### src/hdl/udc_pkg.sv
// Shared types, byte-class constants and the diacritic composition table.
`timescale 1ns / 1ps

package udc_pkg;

  // UTF-8 lead and continuation byte classes
  localparam logic [7:0] LEAD2_MASK = 8'hE0;
  localparam logic [7:0] LEAD2_CODE = 8'hC0;
  localparam logic [7:0] LEAD3_MASK = 8'hF0;
  localparam logic [7:0] LEAD3_CODE = 8'hE0;
  localparam logic [7:0] LEAD4_MASK = 8'hF8;
  localparam logic [7:0] LEAD4_CODE = 8'hF0;
  localparam logic [7:0] LEAD5_MASK = 8'hFC;
  localparam logic [7:0] LEAD5_CODE = 8'hF8;
  localparam logic [7:0] LEAD6_MASK = 8'hFE;
  localparam logic [7:0] LEAD6_CODE = 8'hFC;
  localparam logic [7:0] CONT_MASK  = 8'hC0;
  localparam logic [7:0] CONT_CODE  = 8'h80;

  // Combining marks
  localparam logic [15:0] MARK_GRAVE   = 16'h0300;
  localparam logic [15:0] MARK_ACUTE   = 16'h0301;
  localparam logic [15:0] MARK_CIRC    = 16'h0302;
  localparam logic [15:0] MARK_TILDE   = 16'h0303;
  localparam logic [15:0] MARK_BREVE   = 16'h0306;
  localparam logic [15:0] MARK_UMLAUT  = 16'h0308;
  localparam logic [15:0] MARK_RING    = 16'h030A;
  localparam logic [15:0] MARK_CARON   = 16'h030C;
  localparam logic [15:0] MARK_CEDILLA = 16'h0327;

  // Decoder and hold-window state
  typedef struct packed {
    logic [2:0]  pending;   // continuation bytes still due
    logic [30:0] acc;       // code point being assembled
    logic [1:0]  held_cnt;  // valid entries in the hold window
    logic [7:0]  held0;     // oldest held byte
    logic [7:0]  held1;
  } udc_state_t;

  // One output beat
  typedef struct packed {
    logic [7:0] data;
    logic       last;
  } udc_item_t;

  // Beats produced by one input byte, in order
  typedef struct packed {
    logic [1:0]           cnt;
    udc_item_t [2:0]      items;
  } udc_emit_t;

  // Precomposed code point for a mark and base letter, 0 when no pair exists
  function automatic logic [8:0] udc_lookup(input logic [15:0] mark,
                                            input logic [7:0] letter);
    logic [8:0] cp;
    cp = 9'd0;
    unique case (mark)
      MARK_GRAVE: begin
        unique case (letter)
          "A": cp = 9'h0C0;  "E": cp = 9'h0C8;  "I": cp = 9'h0CC;  "O": cp = 9'h0D2;
          "U": cp = 9'h0D9;  "a": cp = 9'h0E0;  "e": cp = 9'h0E8;  "i": cp = 9'h0EC;
          "o": cp = 9'h0F2;  "u": cp = 9'h0F9;
          default: cp = 9'd0;
        endcase
      end
      MARK_ACUTE: begin
        unique case (letter)
          "A": cp = 9'h0C1;  "C": cp = 9'h106;  "E": cp = 9'h0C9;  "I": cp = 9'h0CD;
          "L": cp = 9'h139;  "N": cp = 9'h143;  "O": cp = 9'h0D3;  "R": cp = 9'h154;
          "S": cp = 9'h15A;  "U": cp = 9'h0DA;  "Y": cp = 9'h0DD;  "Z": cp = 9'h179;
          "a": cp = 9'h0E1;  "c": cp = 9'h107;  "e": cp = 9'h0E9;  "i": cp = 9'h0ED;
          "l": cp = 9'h13A;  "n": cp = 9'h144;  "o": cp = 9'h0F3;  "r": cp = 9'h155;
          "s": cp = 9'h15B;  "u": cp = 9'h0FA;  "y": cp = 9'h0FD;  "z": cp = 9'h17A;
          default: cp = 9'd0;
        endcase
      end
      MARK_CIRC: begin
        unique case (letter)
          "A": cp = 9'h0C2;  "C": cp = 9'h108;  "E": cp = 9'h0CA;  "G": cp = 9'h11C;
          "H": cp = 9'h124;  "I": cp = 9'h0CE;  "J": cp = 9'h134;  "O": cp = 9'h0D4;
          "S": cp = 9'h15C;  "U": cp = 9'h0DB;  "W": cp = 9'h174;  "Y": cp = 9'h176;
          "a": cp = 9'h0E2;  "c": cp = 9'h109;  "e": cp = 9'h0EA;  "g": cp = 9'h11D;
          "h": cp = 9'h125;  "i": cp = 9'h0EE;  "j": cp = 9'h135;  "o": cp = 9'h0F4;
          "s": cp = 9'h15D;  "u": cp = 9'h0FB;  "w": cp = 9'h175;  "y": cp = 9'h177;
          default: cp = 9'd0;
        endcase
      end
      MARK_TILDE: begin
        unique case (letter)
          "A": cp = 9'h0C3;  "I": cp = 9'h128;  "N": cp = 9'h0D1;  "O": cp = 9'h0D5;
          "U": cp = 9'h168;  "a": cp = 9'h0E3;  "i": cp = 9'h129;  "n": cp = 9'h0F1;
          "o": cp = 9'h0F5;  "u": cp = 9'h169;
          default: cp = 9'd0;
        endcase
      end
      MARK_BREVE: begin
        unique case (letter)
          "A": cp = 9'h102;  "E": cp = 9'h114;  "G": cp = 9'h11E;  "I": cp = 9'h12C;
          "O": cp = 9'h14E;  "U": cp = 9'h16C;  "a": cp = 9'h103;  "e": cp = 9'h115;
          "g": cp = 9'h11F;  "i": cp = 9'h12D;  "o": cp = 9'h14F;  "u": cp = 9'h16D;
          default: cp = 9'd0;
        endcase
      end
      MARK_UMLAUT: begin
        unique case (letter)
          "A": cp = 9'h0C4;  "E": cp = 9'h0CB;  "I": cp = 9'h0CF;  "O": cp = 9'h0D6;
          "U": cp = 9'h0DC;  "Y": cp = 9'h178;  "a": cp = 9'h0E4;  "e": cp = 9'h0EB;
          "i": cp = 9'h0EF;  "o": cp = 9'h0F6;  "u": cp = 9'h0FC;  "y": cp = 9'h0FF;
          default: cp = 9'd0;
        endcase
      end
      MARK_RING: begin
        unique case (letter)
          "A": cp = 9'h0C5;  "U": cp = 9'h16E;  "a": cp = 9'h0E5;  "u": cp = 9'h16F;
          default: cp = 9'd0;
        endcase
      end
      MARK_CARON: begin
        unique case (letter)
          "C": cp = 9'h10C;  "D": cp = 9'h10E;  "E": cp = 9'h11A;  "N": cp = 9'h147;
          "R": cp = 9'h158;  "S": cp = 9'h160;  "T": cp = 9'h164;  "Z": cp = 9'h17D;
          "c": cp = 9'h10D;  "d": cp = 9'h10F;  "e": cp = 9'h11B;  "n": cp = 9'h148;
          "r": cp = 9'h159;  "s": cp = 9'h161;  "t": cp = 9'h165;  "z": cp = 9'h17E;
          default: cp = 9'd0;
        endcase
      end
      MARK_CEDILLA: begin
        unique case (letter)
          "C": cp = 9'h0C7;  "c": cp = 9'h0E7;
          default: cp = 9'd0;
        endcase
      end
      default: cp = 9'd0;
    endcase
    return cp;
  endfunction

endpackage

### src/hdl/udc_step.sv
// Per-byte UTF-8 decode, mark composition and hold-window update.
`timescale 1ns / 1ps

module udc_step (
  input  udc_pkg::udc_state_t cur,
  input  logic [7:0]          in_byte,
  input  logic                end_of_string,
  output udc_pkg::udc_state_t nxt,
  output udc_pkg::udc_emit_t  emit
);
  import udc_pkg::*;

  logic [30:0] acc_cont;
  logic [8:0]  cp;
  logic        composed;
  logic [7:0]  p0, p1;
  logic [1:0]  pn, fn, total;

  assign acc_cont = {cur.acc[24:0], in_byte[5:0]};

  always_comb begin
    nxt      = cur;
    cp       = 9'd0;
    composed = 1'b0;
    p0       = 8'd0;
    p1       = 8'd0;
    pn       = 2'd0;

    // decoder: lead byte, continuation, or broken sequence
    if (cur.pending == 3'd0) begin
      priority if ((in_byte & LEAD2_MASK) == LEAD2_CODE) begin
        nxt.acc = {26'd0, in_byte[4:0]};  nxt.pending = 3'd1;
      end else if ((in_byte & LEAD3_MASK) == LEAD3_CODE) begin
        nxt.acc = {27'd0, in_byte[3:0]};  nxt.pending = 3'd2;
      end else if ((in_byte & LEAD4_MASK) == LEAD4_CODE) begin
        nxt.acc = {28'd0, in_byte[2:0]};  nxt.pending = 3'd3;
      end else if ((in_byte & LEAD5_MASK) == LEAD5_CODE) begin
        nxt.acc = {29'd0, in_byte[1:0]};  nxt.pending = 3'd4;
      end else if ((in_byte & LEAD6_MASK) == LEAD6_CODE) begin
        nxt.acc = {30'd0, in_byte[0]};    nxt.pending = 3'd5;
      end else begin
        nxt.pending = 3'd0;
      end
    end else if ((in_byte & CONT_MASK) == CONT_CODE) begin
      nxt.acc     = acc_cont;
      nxt.pending = cur.pending - 3'd1;
      // completed mark with letter two places back
      if (nxt.pending == 3'd0 && cur.held_cnt == 2'd2) begin
        cp       = (acc_cont[30:16] == 15'd0) ? udc_lookup(acc_cont[15:0], cur.held0)
                                              : 9'd0;
        composed = (cp != 9'd0);
      end
    end else begin
      nxt.pending = 3'd0;
    end

    // hold window
    if (composed) begin
      p0           = {5'b11000, cp[8:6]};
      p1           = {2'b10, cp[5:0]};
      pn           = 2'd2;
      nxt.held_cnt = 2'd0;
    end else begin
      unique case (cur.held_cnt)
        2'd0: begin
          nxt.held0    = in_byte;
          nxt.held_cnt = 2'd1;
        end
        2'd1: begin
          nxt.held1    = in_byte;
          nxt.held_cnt = 2'd2;
        end
        default: begin
          p0           = cur.held0;
          pn           = 2'd1;
          nxt.held0    = cur.held1;
          nxt.held1    = in_byte;
          nxt.held_cnt = 2'd2;
        end
      endcase
    end

    // flush on end of string
    fn    = end_of_string ? nxt.held_cnt : 2'd0;
    total = pn + fn;

    emit.cnt            = total;
    emit.items[0].data  = (pn != 2'd0) ? p0 : nxt.held0;
    emit.items[1].data  = (pn == 2'd2) ? p1 : ((pn == 2'd1) ? nxt.held0 : nxt.held1);
    emit.items[2].data  = nxt.held1;
    emit.items[0].last  = end_of_string && (total == 2'd1);
    emit.items[1].last  = end_of_string && (total == 2'd2);
    emit.items[2].last  = end_of_string && (total == 2'd3);

    if (end_of_string) begin
      nxt.pending  = 3'd0;
      nxt.acc      = 31'd0;
      nxt.held_cnt = 2'd0;
    end
  end

endmodule

### src/hdl/udc_outq.sv
// Collapsing output queue: takes up to three beats per push, gives one per pop.
`timescale 1ns / 1ps

module udc_outq #(
  parameter int DEPTH = 4
) (
  input  logic               clk,
  input  logic               rst,
  input  logic               push,
  input  udc_pkg::udc_emit_t push_data,
  input  logic               pop,
  output logic               has_room,
  output logic               not_empty,
  output udc_pkg::udc_item_t head
);
  import udc_pkg::*;

  localparam int CW = $clog2(DEPTH + 1);

  udc_item_t [DEPTH-1:0] slot;
  udc_item_t [DEPTH-1:0] slot_next;
  logic [CW-1:0]         count;
  logic [CW-1:0]         count_next;
  logic [CW-1:0]         base;
  logic [CW-1:0]         add;

  assign base       = count - {{(CW-1){1'b0}}, pop};
  assign add        = push ? CW'(push_data.cnt) : '0;
  assign count_next = base + add;
  assign has_room   = (count <= CW'(DEPTH - 3));
  assign not_empty  = (count != '0);
  assign head       = slot[0];

  // each slot either shifts down, keeps, or takes a new beat
  for (genvar g = 0; g < DEPTH; g++) begin : g_slot
    localparam logic [CW-1:0] POS = CW'(g);
    logic [CW-1:0] k;
    udc_item_t     above;
    if (g < DEPTH - 1) begin : g_above
      assign above = slot[g+1];
    end else begin : g_top
      assign above = slot[g];
    end
    assign k = POS - base;
    always_comb begin
      slot_next[g] = slot[g];
      if (POS < base) begin
        slot_next[g] = pop ? above : slot[g];
      end else if (push && (k < CW'(push_data.cnt))) begin
        slot_next[g] = push_data.items[k[1:0]];
      end
    end
  end

  always_ff @(posedge clk) begin
    if (rst) begin
      count <= '0;
    end else begin
      count <= count_next;
    end
  end

  always_ff @(posedge clk) begin
    slot <= slot_next;
  end

endmodule

### src/hdl/utf8_diacritic_composer.sv
// Top level: UTF-8 combining-mark composer with output beat queue.
//
//  channel | signals                              | direction
//  --------+--------------------------------------+----------
//  input   | in_valid, in_stall, in_byte, end_of_string | in, stall out
//  output  | out_valid, out_stall, out_byte, last_byte  | out, stall in
//
// One input byte is taken per cycle while in_stall is low; each makes
// zero to three output beats, registered in an OUT_DEPTH-beat queue.
// in_stall is high while the queue has fewer than three free entries, so
// the output side sets the rate: one unstalled beat per cycle drains it.
// rst clears the decoder, the hold window and the queue; no clearing pass.
`timescale 1ns / 1ps

module utf8_diacritic_composer #(
  parameter int OUT_DEPTH = 4
) (
  input  logic       clk,
  input  logic       rst,
  input  logic       in_valid,
  output logic       in_stall,
  input  logic [7:0] in_byte,
  input  logic       end_of_string,
  output logic       out_valid,
  input  logic       out_stall,
  output logic [7:0] out_byte,
  output logic       last_byte
);
  import udc_pkg::*;

  udc_state_t state;
  udc_state_t state_next;
  udc_emit_t  emit;
  udc_item_t  head;
  logic       accept;
  logic       has_room;
  logic       pop;

  assign in_stall = !has_room;
  assign accept   = in_valid && has_room;
  assign pop      = out_valid && !out_stall;

  // decode and compose one byte
  udc_step u_step (
    .cur           (state),
    .in_byte       (in_byte),
    .end_of_string (end_of_string),
    .nxt           (state_next),
    .emit          (emit)
  );

  // decoder control state and held bytes; held bytes need no reset
  always_ff @(posedge clk) begin
    if (rst) begin
      state.pending  <= 3'd0;
      state.acc      <= 31'd0;
      state.held_cnt <= 2'd0;
    end else if (accept) begin
      state.pending  <= state_next.pending;
      state.acc      <= state_next.acc;
      state.held_cnt <= state_next.held_cnt;
    end
    if (accept) begin
      state.held0 <= state_next.held0;
      state.held1 <= state_next.held1;
    end
  end

  // result beats
  udc_outq #(.DEPTH(OUT_DEPTH)) u_outq (
    .clk       (clk),
    .rst       (rst),
    .push      (accept),
    .push_data (emit),
    .pop       (pop),
    .has_room  (has_room),
    .not_empty (out_valid),
    .head      (head)
  );

  assign out_byte  = head.data;
  assign last_byte = head.last;

endmodule

### config.mk
export PLATFORM = sky130hd
export DESIGN_NAME = utf8_diacritic_composer
export DESIGN_NICKNAME = d
export VERILOG_FILES = /design/src/hdl/udc_pkg.sv /design/src/hdl/udc_step.sv /design/src/hdl/udc_outq.sv /design/src/hdl/utf8_diacritic_composer.sv
export SDC_FILE = /design/constraint.sdc
export NUM_CORES = 1
export LEC_CHECK = 0
export ABC_AREA = 1
export ABC_CLOCK_PERIOD_IN_PS = 5600
export BUFFER_PORTS_ARGS = -buffer_cell sky130_fd_sc_hd__buf_2
export CORE_MARGIN = 2
export CORE_UTILIZATION = 64
export DETAILED_ROUTE_END_ITERATION = 16
export PLACE_DENSITY = 0.81
export SLEW_MARGIN = 20
export SYNTH_ARGS = -nofsm -noshare
export SYNTH_HDL_FRONTEND = slang
export SYNTH_SLANG_ARGS = --single-unit
### constraint.sdc
create_clock -name clk -period 5.6 [get_ports clk]
set_input_delay 0.28 -clock clk [delete_from_list [all_inputs] [get_ports clk]]
set_output_delay 0.28 -clock clk [all_outputs]
set_load 0.02 [all_outputs]
==> results.md, run 1 <==
* Max Slew Vio Count at 0
* Internal power at 2290 uW
* Initial antenna violation count at 0
* DRT iter0 DRCs at 1665
* CTS Sinks at 85
* Vias/cell at 6.27
* Synth top area share at 21.9%
* Pin count of the biggest net entering global routing at 34
* PortBufs at 23
* Switching Share at 53.5%
* Status: finished clean
* Fin. Hold Viols at 0
* Syn-to-layout area delta at 6.35%
* Pre-CTS setup slack at 738 ps
* Max-cap violations at 0
* Placed Area at 8390 sq um
* Post-CTS Repair Setup Buffers at 0
* Die Area at 13700 sq um
* Final setup violation count at 0
* Register area share after synthesis at 27.2%
* Crit-path max FO at 22
* DR vias at 9897
* Share of cells above drive strength 1 at 9.10%
* Post-Route WL at 29000 um
* Filler Cell Count at 1055
* Cells after DPL at 1562
* CP Capture Type: flop
* Worst VDD drop at 423 uV
* Remaining DRCs at 0
* Post-Syn Area at 8180 sq um
* #FFs+latches synth at 85
* Fmax at 0.196 GHz
* IO Count at 24
* P_sw at 2630 uW
* Die Span X at 117 um
* Initial Utilization at 65.0%
* CORE AREA at 12600 sq um
* Synth Net Count at 1426
* RSZ-0062 raised after global routing: no
* Combinational share of power at 63.7%
* Net total in the final layout at 1430
* Clock-pin slew on the worst setup and hold paths at 60 ps
* Final Skew at 10.8 ps
* Post-detail-place hpwl at 21300 um
* Total CTS buffers at 9
* Clk pwr share at 12.4%
* Syn_area_per_cell at 5.85 sq um
* CP Launch Type: flop
* Final instance area at 8690 sq um
* Hold_buf cts at 0
* Period utilization at 91.1%
* Total grt overflow at 0
* Clk root buf: clkbuf_16
* Ant diodes at 0
* Actual slew at the worst max-slew pin at 830 ps
* Post-CTS Resized at 0
* TritonCTS clock tree: done
* Drt pass-1 iters at 9
* CP Data Required Time at 5590 ps
* Global-route wire length before repair at 45300 um
* Die height at 117 um
* Post-layout minimum cycle time at 5100 ps
* Prevailing post-synth register cell: edfxtp_1
* Vias in the first global route at 8796
* Post-synth EDFFs at 52
* FP Rows at 41
* WS Path Type: reg -> reg
* Tot GR Track Use at 43.0%
* Power density over the cells at 566 nW/um^2
* Post-synth ARST share at 0%
* Flop pwr share at 23.9%
* Final setup margin at 498 ps
* Post-route insts no fill at 1578
* Distinct cells, synth at 40
* Worst EP arrival at 5090 ps
* ANT nets after route at 0
* Slew headroom at 44.5%
* Largest cells by area after synthesis: nand2_1 22%, edfxtp_1 19%, nand3_1 9.3%, nor2_1 8.9%, dfxtp_1 8.1%
* RD Place Congestion at 1.15
* Synth Warn # at 0
* CTS Buffer Depth at 2
* Cells after Synth at 1397
* Htree depth at 3
* Leading area contributor after synthesis: nand2_1
* Setup_tns at 0 ps
* WL/cell at 18.4 um
* Later-pin clock latency in the skew report at 350 ps
* Pleak at 0.00453 uW
* Hold Crit Class: in -> reg
-- Yosys cell counts (10+ instances only) --
master,n
a21oi_1,75
clkbuf_1,27
dfxtp_1,33
edfxtp_1,52
ha_1,15
inv_1,144
inv_2,19
nand2_1,478
nand2_2,21
nand3_1,152
nand4_1,27
nor2_1,194
nor2_2,10
nor3_1,10
o21ai_0,57
-- power by group through the flow --
stage | clock network [uW] | logic [uW] | registers (uW)
floorplan | 0 | 2150 | 1200
global placement | 0 | 2770 | 1170
CTS | 602 | 2980 | 1170
finish | 609 | 3130 | 1170
detailed placement | 0 | 2900 | 1180
global route | 626 | 3420 | 1190
-- worst max-delay path: stages, from the launching register on --
cell and delay, ps:
edfxtp_1 550, nand2_2 190, nor2_1 100, nand2_1 220
nand2_1 110, nor2_1 120, nand2_1 70, nor3_1 590
o21ai_1 160, nor2_1 130, a21oi_1 80, nor2_1 130
nand2_2 110, nand2_2 340, nand2_1 150, inv_2 190
ha_1 200, nand3_1 90, nand2_2 170, inv_2 100
ha_1 290, a21oi_1 160, a32o_1 500
-- cell usage in the layout (no fill, tap or decap), drive strengths merged --
cell / count
nand2: 505
nor2: 214
inv: 164
nand3: 155
a21oi: 75
o21ai: 71
edfxtp: 52
dfxtp: 33
buf: 32
nand4: 27
ha: 15
nor3: 11
clkbuf: 10
o22ai: 8
nand3b: 6
clkinv: 6
nor4: 4
xor2: 3
o211ai: 3
or2: 2
a32o: 2
clkinvlp: 2
and3: 1
a21boi: 1
o21bai: 1
o41ai: 1
fa: 1
bufinv: 1
-- kinds of logic after synthesis --
family / after synthesis / synth area share [%]
DFF: 85 / 27.2
AOI/OAI and AO/OA: 162 / 10.7
adders and majority gates: 16 / 2.54
xor gates and xnor gates: 3 / 0.321
buffers and inverters: 206 / 9.95
and+or+nand+nor: 925 / 49.3
-- flip-flops by register name, summed over array words and instances, names as in the netlist --
name / flops
u_outq.count: 3
state: 46
u_outq.g_slot.above: 27
u_outq.head: 9
-- layout make-up --
type / instances / area (sq um) / share of cell area [%]
Clock buffer: 10 / 229 / 2.63
Clock inverter: 6 / 71.3 / 0.820
Timing Repair Buffer: 32 / 183 / 2.10
Sequential cell: 85 / 2220 / 25.6
Multi-Input combinational cell: 1106 / 5150 / 59.2
Inverter: 167 / 627 / 7.21
Tap cell: 172 / 215 / 2.48
-- path summary, 6_finish.rpt --
kind	startpoint	end	slack, ps	depth (start not counted)
min reg2reg	state[50]	state[50]	470	2
max reg2reg	state[8]	u_outq.g_slot[1].above[5]	500	22
max	state[8]	u_outq.g_slot[1].above[5]	500	22
min	in_byte[5]	state[23]	230	3
-- stage by stage --
stage	power (uW)	utilization, %	hold WS [ps]
floorplan	3350	-	425
global placement	3940	66.8	454
detailed placement	4080	66.8	460
CTS	4760	69.2	239
global route	5230	69.2	253
finish	4920	69.2	235
-- metal layers --
layer  vias up  track usage (%)  routed length [um]
met1      4355             56.3               11100
met5         -                0                   0
li1       4507                -                   -
met4         0             18.2                1530
met3       197             16.2                4230
met2       838             63.7               12200
Power figures use the tool's default switching activity.
==> inputs of run 2 (changes only) <==
- CORE_ASPECT_RATIO: unset -> 1.5
==> results.md, run 2 (same netlist as run 1, synthesis figures left out) <==
* IO Count at 24
* CP Launch Type: flop
* Vias in the first global route at 9181
* Htree depth at 3
* Pleak at 0.00452 uW
* Setup_tns at 0 ps
* Post-CTS Repair Setup Buffers at 0
* R2r setup slk at 450 ps
* ANT nets after route at 0
* Tot GR Track Use at 48.4%
* WHS Endpoint: state[18]
* Final setup margin at 455 ps
* Max Slew Vio Count at 0
* WS Path Type: reg -> reg
* FF-to-FF path depth at 28
* Period utilization at 91.9%
* Status: finished clean
* TritonCTS clock tree: done
* Pre-CTS setup slack at 695 ps
* Share of cells above drive strength 1 at 8.83%
* Total CTS buffers at 9
* Syn-to-layout area delta at 5.82%
* Hold_ws at 240 ps
* WL/cell at 20.4 um
* Max incr delay on CP at 490 ps
* Most frequent cells in the layout: 478 x nand2_1, 194 x nor2_1, 152 x nand3_1, 144 x inv_1, 75 x a21oi_1
* Die Span X at 96.3 um
* Reg2reg end: u_outq.head[5]
* Crit-path max FO at 22
* Fin. Hold Viols at 0
* Net total in the final layout at 1428
* Post-Route WL at 31800 um
* CORE AREA at 12400 sq um
* Clock-pin slew on the worst setup and hold paths at 70 ps
* Post-CTS Resized at 0
* Actual slew at the worst max-slew pin at 976 ps
* Largest register FFs at 46
* Worst EP arrival at 5190 ps
* RSZ-0062 raised after global routing: no
* Die height at 142 um
* CP dominant cell by count: nand2_1
* Reg2reg start: state[15]
* Initial Utilization at 65.7%
* Die Area at 13700 sq um
* Hold Crit Class: in -> reg
* CP Capture Type: flop
* Later-pin clock latency in the skew report at 340 ps
* Vias/cell at 6.41
* Post-layout util at 69.5%
* Worst VDD drop at 1170 uV
* Final Skew at 7.76 ps
* Post-detail-place hpwl at 22600 um
* CTS Buffer Depth at 2
* Largest Register: state
* Pin count of the biggest net entering global routing at 34
* Total grt overflow at 0
* Slew headroom at 34.7%
* Drt pass-1 iters at 9
* Max-cap violations at 0
* Remaining DRCs at 0
* Power density over the cells at 589 nW/um^2
* Most common cell after layout, fill and taps aside: nand2_1
* FP Rows at 50
* Initial antenna violation count at 1
* CP Data Required Time at 5650 ps
* Final setup violation count at 0
* Max stage delay cell, worst path: edfxtp_1
* RD Place Congestion at 1.07
* Hold Crit Start: in_byte[0]
* PortBufs at 23
* CTS Sinks at 85
* Ant diodes at 0
* DR vias at 9993
* Fmax at 0.194 GHz
* Hold_buf cts at 0
* Worst Hold Depth at 3
* DRT iter0 DRCs at 1135
* Post-layout minimum cycle time at 5150 ps
* Global-route wire length before repair at 49700 um
* Clk root buf: clkbuf_16
[run 2: report_power, final]
part,switching [uW],total [uW],internal (uW),leakage [uW]
Combinational,2440,3310,872,0.00363
Clock,247,592,345,0.000138
Sequential,104,1190,1080,0.000754
[run 2: worst max-delay path, delay by kind of cell, from the launching register on]
kind / cells / cell delay (ps)
flip-flops: 1 / 490
AND/OR/NAND/NOR: 19 / 2530
adder cells (fa/ha/maj): 2 / 510
buffers and inverters: 5 / 680
AO/OA/AOI/OAI: 2 / 610
[run 2: stage by stage]
step	instances	power [uW]	instance area, sq um
6_report	1560	5090	8650
3_3_place_gp	1544	4050	8360
5_1_grt	1560	5360	8650
4_1_cts	1560	4840	8650
3_5_place_dp	1544	4140	8360
2_1_floorplan	1397	3350	8180
[run 2: how the worst max path moves through the flow]
stage / start / to / slack (ps) / cells after the start
global placement: state[15] / u_outq.head[2] / 720 / 28
floorplan: state[14] / u_outq.head[0] / 1170 / 27
detailed placement: state[15] / u_outq.head[4] / 690 / 28
global route: state[15] / u_outq.head[4] / 150 / 28
CTS: state[15] / u_outq.head[4] / 670 / 28
finish: state[15] / u_outq.head[5] / 450 / 28
[run 2: cell type report]
class / instances / area [sq um]
fillers: 1053 / 3800
inverters: 167 / 627
multi-input cells: 1106 / 5150
clock inverters: 6 / 62.6
flip-flops and latches: 85 / 2220
well taps: 156 / 195
repair buffers: 30 / 168
clock buffers: 10 / 229
[run 2: per-layer routing]
| layer | share of wire, % | up-vias | routed length, um | global-route usage (%) |
|---|---|---|---|---|
| li1 | - | 4504 | - | - |
| met1 | 31 | 4326 | 9730 | 53.0 |
| met2 | 46 | 886 | 14500 | 75.5 |
| met3 | 12 | 277 | 3930 | 14.7 |
| met4 | 11 | 0 | 3570 | 39.6 |
| met5 | 0 | - | 0 | 0 |
